<file path="config.mk">
export PLATFORM = sky130hd
export DESIGN_NAME = lidar_sector_min_distance
export DESIGN_NICKNAME = d
export VERILOG_FILES = /design/src/sv/lsmd_pkg.sv /design/src/sv/lidar_sector_min_distance.sv /design/src/sv/lsmd_ram.sv
export SDC_FILE = /design/constraint.sdc
export NUM_CORES = 1
export LEC_CHECK = 0
export ABC_CLOCK_PERIOD_IN_PS = 7600
export BUFFER_PORTS_ARGS = -buffer_cell sky130_fd_sc_hd__buf_2
export CAP_MARGIN = 20
export CORE_ASPECT_RATIO = 1.25
export CORE_MARGIN = 8
export CORE_UTILIZATION = 62
export DETAILED_ROUTE_END_ITERATION = 12
export PLACE_DENSITY = 0.82
export SYNTH_ARGS = -nofsm -noshare
export SYNTH_HDL_FRONTEND = slang
export SYNTH_SLANG_ARGS = --single-unit
</file>
<file path="constraint.sdc">
create_clock -name clk -period 7.6 [get_ports clk]
set_clock_uncertainty 0.05 [all_clocks]
set_input_delay 2.28 -clock clk [delete_from_list [all_inputs] [get_ports clk]]
set_output_delay 2.28 -clock clk [all_outputs]
set_load 0.02 [all_outputs]
</file>
<file path="src/sv/lsmd_pkg.sv">
// Shared constants and register codes for the sector minimum-distance block.
package lsmd_pkg;

  localparam int SECTORS = 16;
  localparam int SEC_W   = (SECTORS > 1) ? $clog2(SECTORS) : 1;
  localparam int QW      = SEC_W + 1;
  localparam int STEP_W  = $clog2(SEC_W + 1);
  localparam int DVW     = 16 + SEC_W;
  localparam int NBYTES  = 2 * SECTORS + 4;
  localparam int BYTE_W  = $clog2(NBYTES);

  localparam logic [7:0]  GRADE_THRESHOLD = 8'd128;
  localparam logic [15:0] EMPTY_DISTANCE  = 16'hFFFF;

  localparam logic [15:0] CONE_RESET  = 16'd36000;
  localparam logic [15:0] WIDTH_RESET = 16'd2250;
  localparam logic [15:0] MAXD_RESET  = 16'd12000;

  typedef logic [2:0] cfg_idx_t;
  localparam cfg_idx_t REG_CONE_LIMIT   = 3'd0;
  localparam cfg_idx_t REG_SECTOR_WIDTH = 3'd1;
  localparam cfg_idx_t REG_MAX_DISTANCE = 3'd2;
  localparam cfg_idx_t REG_GRADE_FILTER = 3'd3;
  localparam cfg_idx_t REG_HEADER_FIRST = 3'd4;
  localparam cfg_idx_t REG_HEADER_SECOND = 3'd5;
  localparam cfg_idx_t REG_FOOTER       = 3'd6;

  typedef logic [SEC_W-1:0]  sec_t;
  typedef logic [BYTE_W-1:0] byte_idx_t;

endpackage

</file>
<file path="src/sv/lidar_sector_min_distance.sv">
// Top level: range-finder point filter, per-sector minimum store and frame emitter.
//
//  channel | ports                                      | handshake
//  --------+--------------------------------------------+-----------------------------
//  in      | in_mode, in_point_angle/distance/grade     | start & !busy
//  out     | out_frame_byte, out_last_byte              | out_valid, one cycle, no stall
//  cfg     | cfg_index, cfg_data                        | cfg_valid & cfg_ready
//
// Point item: a rejected point keeps busy low, so the next item may follow in the next cycle;
//   a valid point runs a restoring quotient of SEC_W+1 bits (one quotient bit per
//   cycle in ST_DIV), then a RAM read state and a read-modify-write state; busy
//   stays high through ST_DIV, ST_RD and ST_UPD, and the next item may go in once it drops.
// Flush item: 2*SECTORS+4 bytes, one per cycle via the output register; busy stays
//   high in ST_FLUSH and drops as the footer is registered.
// Reset (rst_n low, synchronous) restores state and config registers, clears the count
//   and all sector valid bits; an invalid sector reads as empty (0xFFFF), so no clear pass.
// The receiver cannot stall: bytes leave at one per cycle from the output register.
module lidar_sector_min_distance
  import lsmd_pkg::*;
(
  input  logic        clk,
  input  logic        rst_n,
  // item channel
  input  logic        start,
  output logic        busy,
  input  logic        in_mode,
  input  logic [15:0] in_point_angle,
  input  logic [15:0] in_point_distance,
  input  logic [7:0]  in_point_grade,
  // result channel
  output logic        out_valid,
  output logic [7:0]  out_frame_byte,
  output logic        out_last_byte,
  // configuration channel
  input  logic        cfg_valid,
  output logic        cfg_ready,
  input  cfg_idx_t    cfg_index,
  input  logic [15:0] cfg_data
);

  localparam logic [2:0] ST_IDLE  = 3'd0;
  localparam logic [2:0] ST_DIV   = 3'd1;
  localparam logic [2:0] ST_RD    = 3'd2;
  localparam logic [2:0] ST_UPD   = 3'd3;
  localparam logic [2:0] ST_FLUSH = 3'd4;

  localparam byte_idx_t LAST_BYTE  = BYTE_W'(NBYTES - 1);
  localparam byte_idx_t RD_END     = BYTE_W'(2 + 2 * SECTORS);
  localparam logic [QW-1:0] Q_MAX  = QW'(SECTORS - 1);

  // configuration registers
  logic [15:0] cone_r, width_r, maxd_r;
  logic        gfilt_r;
  logic [7:0]  hdr1_r, hdr2_r, footer_r;

  // control state
  logic [2:0]        state_r, state_nxt;
  logic [7:0]        count_r, count_nxt;
  logic [SECTORS-1:0] valid_r, valid_nxt;
  byte_idx_t         byte_r, byte_nxt;
  logic [STEP_W-1:0] step_r, step_nxt;
  logic              out_valid_r, out_valid_nxt;

  // datapath
  logic [15:0]    rem_r, rem_nxt;
  logic [DVW-1:0] dvs_r, dvs_nxt;
  logic [QW-1:0]  q_r, q_nxt;
  sec_t           sector_r, sector_nxt;
  logic [15:0]    dist_r, dist_nxt;
  logic           gok_r, gok_nxt;
  logic [7:0]     out_byte_r, out_byte_nxt;
  logic           out_last_r, out_last_nxt;

  // RAM port signals
  logic        ram_wr_en, ram_rd_en;
  sec_t        ram_rd_addr;
  logic [15:0] ram_rd_data;

  logic        accept, ge;
  sec_t        sec_clamp, flush_sec, rd_sec;
  byte_idx_t   byte_off, rd_off;
  logic [15:0] cur_min;

  assign accept    = start && (state_r == ST_IDLE);
  assign busy      = (state_r != ST_IDLE);
  assign cfg_ready = 1'b1;

  // one restoring step: compare remainder with shifted divisor
  assign ge = ({{SEC_W{1'b0}}, rem_r} >= dvs_r);

  // quotient saturates at the last sector
  assign sec_clamp = (q_r > Q_MAX) ? SEC_W'(SECTORS - 1) : q_r[SEC_W-1:0];

  // flush addressing: sector i low byte sits at 3+2i, its read goes out at 2+2i
  assign byte_off  = byte_r - BYTE_W'(3);
  assign flush_sec = byte_off[SEC_W:1];
  assign rd_off    = byte_r - BYTE_W'(2);
  assign rd_sec    = rd_off[SEC_W:1];

  always_comb begin
    ram_rd_en   = 1'b0;
    ram_rd_addr = sec_clamp;
    if (state_r == ST_RD) begin
      ram_rd_en = 1'b1;
    end else if (state_r == ST_FLUSH && byte_r >= BYTE_W'(2) && byte_r < RD_END
                 && !rd_off[0]) begin
      ram_rd_en   = 1'b1;
      ram_rd_addr = rd_sec;
    end
  end

  // an entry never written since the last clear reads as empty
  always_comb begin
    if (state_r == ST_UPD) begin
      cur_min = valid_r[sector_r] ? ram_rd_data : EMPTY_DISTANCE;
    end else begin
      cur_min = valid_r[flush_sec] ? ram_rd_data : EMPTY_DISTANCE;
    end
  end

  assign ram_wr_en = (state_r == ST_UPD) && gok_r && (dist_r < cur_min);

  always_comb begin
    state_nxt     = state_r;
    count_nxt     = count_r;
    valid_nxt     = valid_r;
    byte_nxt      = byte_r;
    step_nxt      = step_r;
    rem_nxt       = rem_r;
    dvs_nxt       = dvs_r;
    q_nxt         = q_r;
    sector_nxt    = sector_r;
    dist_nxt      = dist_r;
    gok_nxt       = gok_r;
    out_valid_nxt = 1'b0;
    out_byte_nxt  = out_byte_r;
    out_last_nxt  = 1'b0;

    case (state_r)
      ST_IDLE: begin
        if (accept) begin
          if (in_mode) begin
            byte_nxt  = '0;
            state_nxt = ST_FLUSH;
          end else if (in_point_angle <= cone_r && in_point_distance <= maxd_r) begin
            count_nxt = count_r + 8'd1;
            rem_nxt   = in_point_angle;
            dvs_nxt   = {width_r, {SEC_W{1'b0}}};
            q_nxt     = '0;
            step_nxt  = STEP_W'(SEC_W);
            dist_nxt  = in_point_distance;
            gok_nxt   = !gfilt_r || (in_point_grade > GRADE_THRESHOLD);
            state_nxt = ST_DIV;
          end
        end
      end
      ST_DIV: begin
        q_nxt   = {q_r[QW-2:0], ge};
        if (ge) begin
          rem_nxt = rem_r - dvs_r[15:0];
        end
        dvs_nxt = dvs_r >> 1;
        step_nxt = step_r - STEP_W'(1);
        if (step_r == '0) begin
          state_nxt = ST_RD;
        end
      end
      ST_RD: begin
        sector_nxt = sec_clamp;
        state_nxt  = ST_UPD;
      end
      ST_UPD: begin
        if (ram_wr_en) begin
          valid_nxt[sector_r] = 1'b1;
        end
        state_nxt = ST_IDLE;
      end
      ST_FLUSH: begin
        out_valid_nxt = 1'b1;
        if (byte_r == '0) begin
          out_byte_nxt = hdr1_r;
        end else if (byte_r == BYTE_W'(1)) begin
          out_byte_nxt = hdr2_r;
        end else if (byte_r == BYTE_W'(2)) begin
          out_byte_nxt = count_r;
        end else if (byte_r == LAST_BYTE) begin
          out_byte_nxt = footer_r;
          out_last_nxt = 1'b1;
        end else begin
          out_byte_nxt = byte_off[0] ? cur_min[15:8] : cur_min[7:0];
        end
        byte_nxt = byte_r + BYTE_W'(1);
        if (byte_r == LAST_BYTE) begin
          // frame out: store and count back to empty
          valid_nxt = '0;
          count_nxt = '0;
          state_nxt = ST_IDLE;
        end
      end
      default: begin
        state_nxt = ST_IDLE;
      end
    endcase
  end

  always_ff @(posedge clk) begin
    if (!rst_n) begin
      state_r     <= ST_IDLE;
      count_r     <= '0;
      valid_r     <= '0;
      byte_r      <= '0;
      step_r      <= '0;
      out_valid_r <= 1'b0;
      cone_r      <= CONE_RESET;
      width_r     <= WIDTH_RESET;
      maxd_r      <= MAXD_RESET;
      gfilt_r     <= 1'b1;
      hdr1_r      <= '0;
      hdr2_r      <= '0;
      footer_r    <= '0;
    end else begin
      state_r     <= state_nxt;
      count_r     <= count_nxt;
      valid_r     <= valid_nxt;
      byte_r      <= byte_nxt;
      step_r      <= step_nxt;
      out_valid_r <= out_valid_nxt;
      if (cfg_valid && cfg_ready) begin
        case (cfg_index)
          REG_CONE_LIMIT:    cone_r   <= cfg_data;
          REG_SECTOR_WIDTH:  width_r  <= cfg_data;
          REG_MAX_DISTANCE:  maxd_r   <= cfg_data;
          REG_GRADE_FILTER:  gfilt_r  <= cfg_data[0];
          REG_HEADER_FIRST:  hdr1_r   <= cfg_data[7:0];
          REG_HEADER_SECOND: hdr2_r   <= cfg_data[7:0];
          REG_FOOTER:        footer_r <= cfg_data[7:0];
          default: begin
          end
        endcase
      end
    end
  end

  // payload registers, no reset
  always_ff @(posedge clk) begin
    rem_r      <= rem_nxt;
    dvs_r      <= dvs_nxt;
    q_r        <= q_nxt;
    sector_r   <= sector_nxt;
    dist_r     <= dist_nxt;
    gok_r      <= gok_nxt;
    out_byte_r <= out_byte_nxt;
    out_last_r <= out_last_nxt;
  end

  lsmd_ram #(
    .WIDTH (16),
    .DEPTH (SECTORS)
  ) u_min_ram (
    .clk     (clk),
    .wr_en   (ram_wr_en),
    .wr_addr (sector_r),
    .wr_data (dist_r),
    .rd_en   (ram_rd_en),
    .rd_addr (ram_rd_addr),
    .rd_data (ram_rd_data)
  );

  assign out_valid      = out_valid_r;
  assign out_frame_byte = out_byte_r;
  assign out_last_byte  = out_last_r && out_valid_r;

endmodule

</file>
<file path="src/sv/lsmd_ram.sv">
// Generic single-write, single-read RAM with registered read data.
module lsmd_ram #(
  parameter int WIDTH = 16,
  parameter int DEPTH = 16,
  parameter int AW    = (DEPTH > 1) ? $clog2(DEPTH) : 1
) (
  input  logic             clk,
  input  logic             wr_en,
  input  logic [AW-1:0]    wr_addr,
  input  logic [WIDTH-1:0] wr_data,
  input  logic             rd_en,
  input  logic [AW-1:0]    rd_addr,
  output logic [WIDTH-1:0] rd_data
);

  logic [WIDTH-1:0] mem [DEPTH];
  logic [WIDTH-1:0] rd_data_r;

  always_ff @(posedge clk) begin
    if (wr_en) begin
      mem[wr_addr] <= wr_data;
    end
    if (rd_en) begin
      rd_data_r <= mem[rd_addr];
    end
  end

  assign rd_data = rd_data_r;

endmodule

</file>
After elaboration in Yosys (flattened, before gate mapping)
Memories as Yosys holds them, arrays and structs flattened. A register that Yosys moved wholly into a read port is not among the register bits.
Cells that the tools add are included.
- muxes and demuxes: 57
- bitwise logic cells: 3
- equal/unequal tests: 22
- add/subtract/negate cells: 6
- order comparisons: 11
- reduce and logical (&&, ||, !) cells: 35
- operators by type and width (cell ; number):
    $mux 16 ; 9
    $mux 8 ; 9
    $pmux 16 s2 ; 2
    $mux 20 ; 3
    $pmux 20 s2 ; 1
    $le 16x16->1 ; 2
    $mux 3 ; 8
    $ge 16x20->1 ; 1
    $lt 16x16->1 ; 1
    $or 16x16->16 ; 1
    $pmux 8 s2 ; 1
    $sub 16x16->16 ; 1
    $mux 5 ; 3
    $reduce_and 2->1 ; 7
    $eq 3x2->1 const B ; 4
    $eq 3x3->1 const B ; 4
    $mux 4 ; 3
    $mux 6 ; 2
    $ne 2x2->1 const B ; 6
    $pmux 3 s4 ; 1
    $pmux 6 s2 ; 1
    $reduce_and 4->1 ; 3
    $lt 4x5->1 const B ; 2
    $pmux 5 s2 ; 1
    other kinds (30) ; 58
- input bits: 64
- register bits after elaboration: 181
- output and inout port bits: 12
- word-level logic and storage cells: 156
- memories kept: 1
- bits in writable memories: 256
- memories (memory ; words ; width ; rd ports ; clocked after Yosys merged registers in ; wr ports ; line ; text):
    u_min_ram.mem ; 16 ; 16 ; 1 ; 1 ; 1 ; lsmd_ram.sv:16 ; logic [WIDTH-1:0] mem [DEPTH];

Longest topological paths before layout
- depth in word-level cells: 10
- gate-level depth with buffers: 22
- gate-level depth less buffers: 18

Modules after synthesis
Synthesis repeated with hierarchy kept, for this count alone.
- cell total of the unflattened synthesis: 1574
- area, all modules: 20185.6 um^2
- modules (own cells, without submodules) (module ; area each (um^2) ; instances ; cells each):
    lsmd_ram ; 10202.3 ; 1 ; 432
    lidar_sector_min_distance ; 9983.3 ; 1 ; 1142

Worst setup path after synthesis
No wires, ideal clock.
- path type: flip-flop to flip-flop
- start: register byte_r[2]
- end: memory u_min_ram.mem[0][0] (enable)
- period minus slack after synthesis: 5873 ps
- data arrival time: 5434 ps
- setup time: 388 ps
- stages on the path, launching flop included: 23
- path slack: 1727 ps
- cells stage by stage: dfxtp_1 clkbuf_1 inv_1 ha_1 a21oi_1 xor2_1 mux4_2 a22oi_1 nand3_1 nand2_1 clkbuf_1 buf_1 nor2_1 ha_1 and4_1 a31oi_1 o21ai_0 nand2_1 nand2b_1 o22ai_2 or3b_1 clkbuf_1 nor2_1
- longest elaborated chain between the ends: 9
- ends and longest elaborated chain (item ; line ; text):
    start, declared ; lidar_sector_min_distance.sv:60 ; byte_idx_t byte_r, byte_nxt;
    start signal, assigned ; lidar_sector_min_distance.sv:225 ; byte_r <= byte_nxt;
    $sub 5x2->5 ; lidar_sector_min_distance.sv:95 ; assign byte_off = byte_r - BYTE_W'(3);
    $bmux 1 s4 ; lidar_sector_min_distance.sv:117 ; cur_min = valid_r[flush_sec] ? ram_rd_data : EMPTY_DISTANCE;
    $mux 1 (implied by the code) ; lidar_sector_min_distance.sv:117 ;
    $mux 16 ; lidar_sector_min_distance.sv:117 ;
    $mux 16 ; lidar_sector_min_distance.sv:114 ; if (state_r == ST_UPD) begin
    $lt 16x16->1 ; lidar_sector_min_distance.sv:121 ; assign ram_wr_en = (state_r == ST_UPD) && gok_r && (dist_r < cur_min);
    $logic_and 1x1->1 ; lidar_sector_min_distance.sv:121 ;
    $mux 1 ; lsmd_ram.sv:20 ; if (wr_en) begin
    $mux 1 (implied by the code) ; lsmd_ram.sv:21 ; mem[wr_addr] <= wr_data;
    end, declared ; lsmd_ram.sv:16 ;
No other way between the ends. The select of a mux whose other input is x is not followed.

Worst setup path after layout
- start: register byte_r[2]
- end: memory u_min_ram.mem[2][15] (enable)
The elaborated chain is that of the path after synthesis.

==> run summary <==
outcome: completed
Worst Tran Pin Value: 1.04 ns
post-synth top area share: 50.1%
die area: 39,200 um^2
DR iter-0 viols: 1,669
crit-path cells: inv_1 > ha_1 > a21oi_1 > xor2_1 > mux4_2 > a22oi_1 > nand3_1 > nand2_1 > nor2_1 > ha_1 > a21o_1 > a21o_1 > a21oi_1 > o21ai_0 > nand2b_1 > o22ai_2 > or3b_1 > nor2_1 > buf_4
TritonCTS Buffers: 42
CP Data Arrival Time: 6.11 ns
CTS tree: yes
RePlAce Congestion: 0.938
slowest cell on the critical path: dfxtp_1
pins over their slew limit: 0
Synth Cell Area: 20,500 um^2
Root Buffer Master: clkbuf_16
share of cells above drive strength 1: 11.3%
Hold-fix buffers, CTS: 0
Cells after Synth: 1,865
Power per Cell Area: 248 nW/um^2
pre-CTS setup slack: 1.75 ns
vias in the first global route: 14,642
Initial Utilization: 62.8%
Synth area leader: edfxtp_1
first drt pass iteration count: 5
critical path endpoint category: flop
Setup violations, final: 0
RSZ-0062 raised after global routing: no
library cells used by synthesis: 68
max incr delay on CP: 0.63 ns
drt total wl: 49,900 um
number of diodes: 0
clock buffer depth: 3
post-synthesis average cell area: 11.0 um^2
clock sink count: 453
worst hold path type: flop to flop
net count of the mapped netlist: 2,004
dominant synthesized flop cell: edfxtp_1
latest clock arrival within the worst-skew pair: 0.56 ns
slew margin rel.: 30.4%
cells on worst reg2reg path: 19
DR WL/cell: 21.1 um
# H-tree levels: 2
worst path bufs/invs: 2
post-cts sizing count: 0
vias: 14,699
Area growth syn-to-layout: 9.97%
first-pass GRT wire length: 77,900 um
count of input and output buffers: 74
EDFF count, synth: 342
Antenna Nets Post-Route: 0
drc violations: 0
antenna violations before repair: 0
core region area: 32,700 um^2
Final TNS setup: 0 ns
Ports: 76
chip height: 219 um
Congestion Overflow GR: 0
Final Cycle Share: 77.9%
FF+latch count, synth: 453
Clock transition at path regs: 0.07 ns
synth top area cells: edfxtp_1, dfxtp_1, nand2_1
Lkg Pwr: 0.00821 uW
Hold Vio Cnt, Final: 0
Setup crit start kind: flop
Worst path top cell family by delay: simple AND/OR/NAND/NOR gates
Tmin final: 5.92 ns
post-CTS setup buffer count: 0
Critical Path Fanout Max: 23
largest net degree at the start of global routing: 96
WP data required: 7.79 ns
kind of critical path: flop to flop
CP Depth: 19
GRT Resource Usage Total: 25.6%
hpwl dp: 33,200 um
Max Freq: 169 MHz
Max IR drop VDD: 0.000197 V
Vias per Instance: 6.22
Yosys warning count: 0
Hold Path Stages: 2
fraction of registers with async set or reset after synthesis: 0%
sequential-to-total area share from yosys stat: 60.9%
final setup margin: 1.68 ns
max cap viols: 0
Die X: 179 um
fin nets: 2,051
Site Rows: 74
FILL cells: 2,269
## area by class of cell
class                           instances  area, um^2  area share [%]
Sequential cell                       453       12500            55.4
Multi-Input combinational cell       1243        7360            32.6
Clock buffer                           54        1150            5.10
Timing Repair Buffer                  104         596            2.64
Tap cell                              418         523            2.32
Inverter                               68         255            1.13
Clock inverter                         24         181           0.804
## registers in the layout (all words and copies together), names as in the netlist, 16 cells and up
signal / flops
cone_r: 16
dvs_r: 20
dist_r: 16
maxd_r: 16
u_min_ram.rd_data: 16
width_r: 16
valid_r: 16
rem_r: 16
u_min_ram.mem: 256
## cell usage after synthesis (6+ instances only)
cell,count
a211oi_1,27
a211oi_2,7
a21boi_0,58
a21o_1,8
a21oi_1,35
a221oi_1,8
a22oi_1,13
a31oi_1,45
and2_0,25
and2_1,21
and3_1,8
buf_1,11
buf_2,17
clkbuf_1,66
dfxtp_1,111
edfxtp_1,342
ha_1,74
inv_1,68
mux2_2,8
mux4_2,9
nand2_1,364
nand2b_1,15
nand3_1,56
nand4_1,12
nor2_1,179
nor2b_1,12
nor3_1,11
nor4_1,6
o211ai_1,20
o21a_1,11
o21ai_0,96
o221ai_1,16
o31ai_1,13
or2_2,7
or3_1,6
xnor2_1,8
xor2_1,11
## metal layers
| layer | vias up | GRT usage [%] | routed length (um) |
|---|---|---|---|
| li1 | 6782 | - | - |
| met1 | 7032 | 30.5 | 18900 |
| met2 | 714 | 44.7 | 24900 |
| met3 | 171 | 3.51 | 3490 |
| met4 | 0 | 13.1 | 2640 |
| met5 | - | 0 | 0 |
## tightest hold or removal path, cell delays in order, from the launching register on
cell	delay (ns)
dfxtp_1	0.31
nand2_1	0.04
a21boi_0	0.06
## worst paths after layout
check / startpoint / to / slack, ns
worst max-delay path: byte_r[2] / u_min_ram.mem[2][15] / 1.68
worst min-delay path: cone_r[12] / cone_r[12] / 0.42
worst max register to register: byte_r[2] / u_min_ram.mem[2][15] / 1.68
worst min register to register: cone_r[12] / cone_r[12] / 0.42
## cells in the final DEF (no fill, tap or decap), drive strengths merged, types with 11 or more instances in the layout
cell and n:
nor2b 12, nor2 179, a211oi 34, nand2b 15
o21a 11, o31ai 13, a21oi 35, o221ai 16
edfxtp 342, buf 104, nand3 56, ha 74
nand2 364, dfxtp 111, a22oi 18, nand4 12
clkbuf 54, o21ai 96, nor3 11, o211ai 20
a21boi 58, inv 72, and2 46, xor2 11
clkinv 16, a31oi 45
## where the power goes
part	internal [uW]	switching, uW
Sequential	2740	59.5
Clock	1120	922
Combinational	249	507
Total	4110	1490
## logic make-up (layout without fill, tap and decap cells)
group	count (synthesis)	count (layout)	synth area share (%)
AND/OR/NAND/NOR	745	745	15.9
flip-flops	453	453	60.9
AO/OA/AOI/OAI	380	380	12.6
buffers and inverters	169	250	3.40
adder cells (fa/ha/maj)	75	75	4.61
multiplexers	23	23	1.74
XOR/XNOR	19	19	0.811
other	1	1	0.0183
## metrics by stage
step	total power (uW)	instances	hold slack, ns	instance area [um^2]	utilization [%]
4_1_cts	5600	2364	0.415	22600	69.0
3_3_place_gp	3570	2286	0.394	21200	64.9
2_1_floorplan	3350	1865	0.383	20500	-
3_5_place_dp	3590	2286	0.404	21200	64.9
5_1_grt	5790	2364	0.437	22600	69.0
6_report	5600	2364	0.416	22600	69.0
Power figures use the tool's default switching activity.
